## config.mk

```make
export PLATFORM = sky130hd
export DESIGN_NAME = nfsa_ctrl
export DESIGN_NICKNAME = d
export VERILOG_FILES = /design/src/design/nfsa_pkg.sv /design/src/design/nfsa_ctrl.sv
export SDC_FILE = /design/constraint.sdc
export NUM_CORES = 1
export LEC_CHECK = 0
export BUFFER_PORTS_ARGS = -buffer_cell sky130_fd_sc_hd__buf_2
export CORE_AREA = 5 5 42 44
export DETAILED_ROUTE_END_ITERATION = 16
export DIE_AREA = 0 0 47 49
export PLACE_DENSITY = 0.48
export RECOVER_POWER = 100
export REMOVE_ABC_BUFFERS = 1
export SLEW_MARGIN = 10
export SYNTH_ARGS = -nofsm -noshare
export SYNTH_HDL_FRONTEND = slang
export SYNTH_SLANG_ARGS = --single-unit
```

## constraint.sdc

```tcl
create_clock -name i_clk -period 1.5 [get_ports i_clk]
set_input_delay 0.3 -clock i_clk [delete_from_list [all_inputs] [get_ports i_clk]]
set_output_delay 0.3 -clock i_clk [all_outputs]
set_load 0.02 [all_outputs]
```

## src/design/nfsa_pkg.sv

```systemverilog
// Package for the neighbour force scatter accumulator.
// Holds field widths, request codes and the controller/datapath command and status types.
// Depends on nothing.
`default_nettype none

package nfsa_pkg;

    localparam int ATOM_COUNT_DEF = 256;
    localparam int IDX_W          = 17;
    localparam int DATA_W         = 32;
    localparam int FORCE_W        = 48;
    localparam int FRAC_SHIFT     = 24;
    localparam int VEC_W          = 2 * DATA_W - FRAC_SHIFT;
    localparam int ROW_W          = 3 * FORCE_W;

    localparam logic [1:0] REQ_CLEAR = 2'd0;
    localparam logic [1:0] REQ_ACC   = 2'd1;
    localparam logic [1:0] REQ_READ  = 2'd2;

    typedef struct packed {
        logic latch;
        logic sweep;
        logic clr_wr;
        logic mul;
        logic rd_nbr;
        logic rd_ctr;
        logic wr_nbr;
        logic wr_ctr;
        logic load_out;
    } t_cmd;

    typedef struct packed {
        logic [1:0] req;
        logic       ctr_ok;
        logic       nbr_ok;
        logic       out_full;
        logic       sweep_last;
        logic       sat_flag;
    } t_status;

endpackage

`default_nettype wire

```

## src/design/nfsa_ctrl.sv

```systemverilog
// Controller state machine of the neighbour force scatter accumulator.
// Depends on nfsa_pkg for the command and status types and the request codes.
`default_nettype none

module nfsa_ctrl (
    input  wire logic              i_clk,
    input  wire logic              i_rst_n,
    input  wire logic              i_in_valid,
    output logic                   o_in_ready,
    input  wire nfsa_pkg::t_status i_status,
    output nfsa_pkg::t_cmd         o_cmd
);
    import nfsa_pkg::*;

    typedef enum logic [2:0] {
        S_SWEEP,
        S_IDLE,
        S_EXEC,
        S_NBR,
        S_CTR,
        S_READ
    } t_state;

    t_state r_state;
    t_state n_state;

    always_ff @(posedge i_clk) begin
        if (!i_rst_n) begin
            r_state <= S_SWEEP;
        end else begin
            r_state <= n_state;
        end
    end

    assign o_in_ready = (r_state == S_IDLE);

    always_comb begin
        n_state = r_state;
        o_cmd   = '0;
        unique case (r_state)
            S_SWEEP: begin
                o_cmd.sweep = 1'b1;
                if (i_status.sweep_last) begin
                    n_state = S_IDLE;
                end
            end
            S_IDLE: begin
                o_cmd.latch = i_in_valid;
                if (i_in_valid) begin
                    n_state = S_EXEC;
                end
            end
            S_EXEC: begin
                unique case (i_status.req)
                    REQ_CLEAR: begin
                        o_cmd.clr_wr = i_status.ctr_ok;
                        n_state      = S_IDLE;
                    end
                    REQ_ACC: begin
                        if (i_status.ctr_ok && i_status.nbr_ok) begin
                            o_cmd.mul    = 1'b1;
                            o_cmd.rd_nbr = 1'b1;
                            n_state      = S_NBR;
                        end else begin
                            n_state = S_IDLE;
                        end
                    end
                    REQ_READ: begin
                        o_cmd.rd_ctr = i_status.ctr_ok;
                        n_state      = S_READ;
                    end
                    default: begin
                        n_state = S_IDLE;
                    end
                endcase
            end
            S_NBR: begin
                o_cmd.wr_nbr = 1'b1;
                o_cmd.rd_ctr = 1'b1;
                n_state      = S_CTR;
            end
            S_CTR: begin
                o_cmd.wr_ctr = 1'b1;
                n_state      = S_IDLE;
            end
            S_READ: begin
                if (!i_status.out_full) begin
                    o_cmd.load_out = 1'b1;
                    n_state        = S_IDLE;
                end
            end
            default: begin
                n_state = S_IDLE;
            end
        endcase
    end

endmodule

`default_nettype wire

```

==> flow_summary.json <==
{
  "tightest_slew_ns": 0.249,
  "endpoint_kind": "output pin",
  "fin_skew_ns": 0.00225,
  "grt_pass1_wl_mm": 1.16,
  "largestRegisters": "r_state: 3 flops",
  "hold_viol": 0,
  "synth_adder_area_share_pct": 0,
  "io_buffers": 18,
  "required_ns": 1.20,
  "detail_route.wl_per_cell_um": 11.1,
  "clock_latency_ns": 0.23,
  "fillers": 158,
  "r2r_slack_ns": 0.37,
  "cts_buffers": 3,
  "path_cells": "buf_6 > nor4_4 > buf_4",
  "gr-total-overflow": 0,
  "synth_cell_types": 25,
  "final_common_cell": "buf_2",
  "wl_met3_um": 50,
  "mostFrequentLayoutCells": "buf_2, buf_4, nor2_1, clkbuf_4, dfxtp_2",
  "first_pass_iters": 4,
  "synth_compound_area_share_pct": 19.6,
  "max_freq_ghz": 0.678,
  "setup_viol": 0,
  "outcome": "finished, final reports clean",
  "cts_sinks": 3,
  "crit_path_start_kind": "flip-flop",
  "viasPerCell": 4.39,
  "drive_above_1_share_pct": 63.6,
  "timing.setup.tns_ns": 0,
  "core-area_mm2": 0.00140,
  "cpLargestDelayFamily": "buffers and inverters",
  "power.density_mw_per_mm2": 731,
  "synth_cells": 31,
  "critPathMaxFanout": 6,
  "place.gp.congestion": 0.750,
  "syn-cell-area_um2": 268,
  "wl_met2_um": 467,
  "drtIter0Drc": 1,
  "cts_root_buf": "clkbuf_4",
  "row_count": 14,
  "holdPathEnd": "r_state[0]",
  "cts_tree": "done",
  "clock_path_buffers": 2,
  "die-width_um": 47,
  "worstHoldPathCells": 2,
  "path_buf_inv": 2,
  "grt_usage_pct": 7.04,
  "largest_reg_flops": 3,
  "fin_crit_sh_pct": 98.4,
  "path_depth": 3,
  "yosysWarnings": 0,
  "worst_slew_margin_rel_pct": 83.3,
  "cp.arrival_ns": 1.18,
  "slowest_stage": "dfxtp_2",
  "regMostFlops": "r_state",
  "drc": 0,
  "io_pins": 20,
  "final-max-slew-violation-count": 0,
  "synth_area_per_cell_um2": 8.64,
  "start_util_pct": 19.1,
  "finalCriticalPeriod_ns": 1.48,
  "ys_seq_area_share_pct": 22.4,
  "finalWirelength_um": 789,
  "h-tree-depth": 1,
  "hpwl_um": 615,
  "synth_mux_area_share_pct": 3.74,
  "rsz0062_at_grt": "yes",
  "wl_met1_um": 271,
  "nets": 66,
  "synth_simple_gate_area_share_pct": 43.0,
  "path_class": "flip-flop to output pin",
  "min_from": "i_rst_n",
  "die_h_um": 49,
  "first_global_vias": 306,
  "n_antenna_cell": 0,
  "ys_ff_latch": 3,
  "r2r-start": "r_state[0]",
  "cts.clk_slew.worst_paths_ns": 0.04,
  "hold_class": "input pin to flip-flop",
  "route.vias.total": 312,
  "r2r-end": "r_state[1]",
  "grt_max_degree": 7,
  "max_stage_delay_ns": 0.31,
  "antenna_found_initial": 0,
  "synth_top_family_by_area": "simple AND/OR/NAND/NOR gates",
  "drv_cap": 0,
  "r2r_cells": 4,
  "synthToLayoutAreaGrowth_pct": 72.4,
  "ir_drop_v": 0.000324,
  "top_layer": "met3",
  "fp.dieArea_mm2": 0.00230,
  "p_leak_nw": 0.213,
  "final_antenna_net_count": 0,
  "synthXorXnorAreaFrac_pct": 0,
  "power.total_mw": 0.337
}
-- cells by family after synthesis --
family          count (synthesis)
compound gates                  7
simple gates                   16
flops                           3
buf+inv                         4
mux                             1
-- through the flow --
stage                     instance area, µm²  worst slack [ns]  utilization (%)  std cells  hold WS (ns)
after floorplan                          241            -0.210                -         28         0.417
after global placement                   382             0.189             27.2         66         0.542
after detailed placement                 382             0.207             27.2         66         0.555
after CTS                                440           0.00553             31.4         71         0.309
after global routing                     462           -0.0437             32.9         71         0.315
final                                    462            0.0245             32.9         71         0.317
-- routing by layer --
metal / track usage (%) / vias to the layer above
li1: - / 162
met1: 5.48 / 144
met2: 13.1 / 6
met3: 2.95 / 0
met4: 4.15 / 0
met5: 0 / -
-- power breakdown --
group          switching (mW)  internal, mW
Clock                  0.0398        0.0996
Sequential            0.00545        0.0862
Combinational          0.0591        0.0472
-- worst max-delay path by stage --
stage / start / end / slack [ns]
2_1_floorplan: r_state[0] / o_cmd[0] / -0.21
3_5_place_dp: r_state[1] / o_cmd[4] / 0.21
6_report: r_state[0] / o_cmd[4] / 0.02
4_1_cts: r_state[0] / o_cmd[0] / 0.006
3_3_place_gp: r_state[1] / o_cmd[5] / 0.19
5_1_grt: r_state[0] / o_cmd[4] / -0.04
-- cell usage after synthesis --
cell / count / area, µm²
dfxtp_1: 3 / 60.1
nor2_1: 3 / 11.3
buf_4: 2 / 15.0
nor3_1: 2 / 10.0
a21boi_0: 1 / 7.51
a21oi_1: 1 / 5.00
and3_1: 1 / 6.26
buf_6: 1 / 11.3
inv_1: 1 / 3.75
mux2i_1: 1 / 10.0
nand2_1: 1 / 3.75
nand2b_1: 1 / 6.26
nand2b_4: 1 / 13.8
nand3_1: 1 / 5.00
nand4b_1: 1 / 8.76
nor2b_1: 1 / 6.26
nor3b_1: 1 / 7.51
nor4_1: 1 / 6.26
nor4_4: 1 / 21.3
nor4b_1: 1 / 8.76
o2111a_1: 1 / 11.3
o21a_1: 1 / 7.51
o21ai_0: 1 / 5.00
o21bai_1: 1 / 7.51
o31a_1: 1 / 8.76
-- layout make-up --
cell class	instances	area, µm²	area share (%)
sequential	3	63.8	13.8
inverter	1	3.75	0.813
tap	16	20.0	4.34
timing repair buffer	23	144	31.2
multi-input combinational	24	204	44.2
clock buffer	4	26.3	5.69
-- what timing repair did --
action / 4_1_cts / 5_1_grt
hold endpoints to repair: 0 / 0
resized for setup: 7 / 7
endpoints found under the setup margin: 6 / 6
pin swaps: 1 / 1
buffers inserted: 1 / 0
hold buffers: 0 / 0
(Power assumes the default switching activity.)
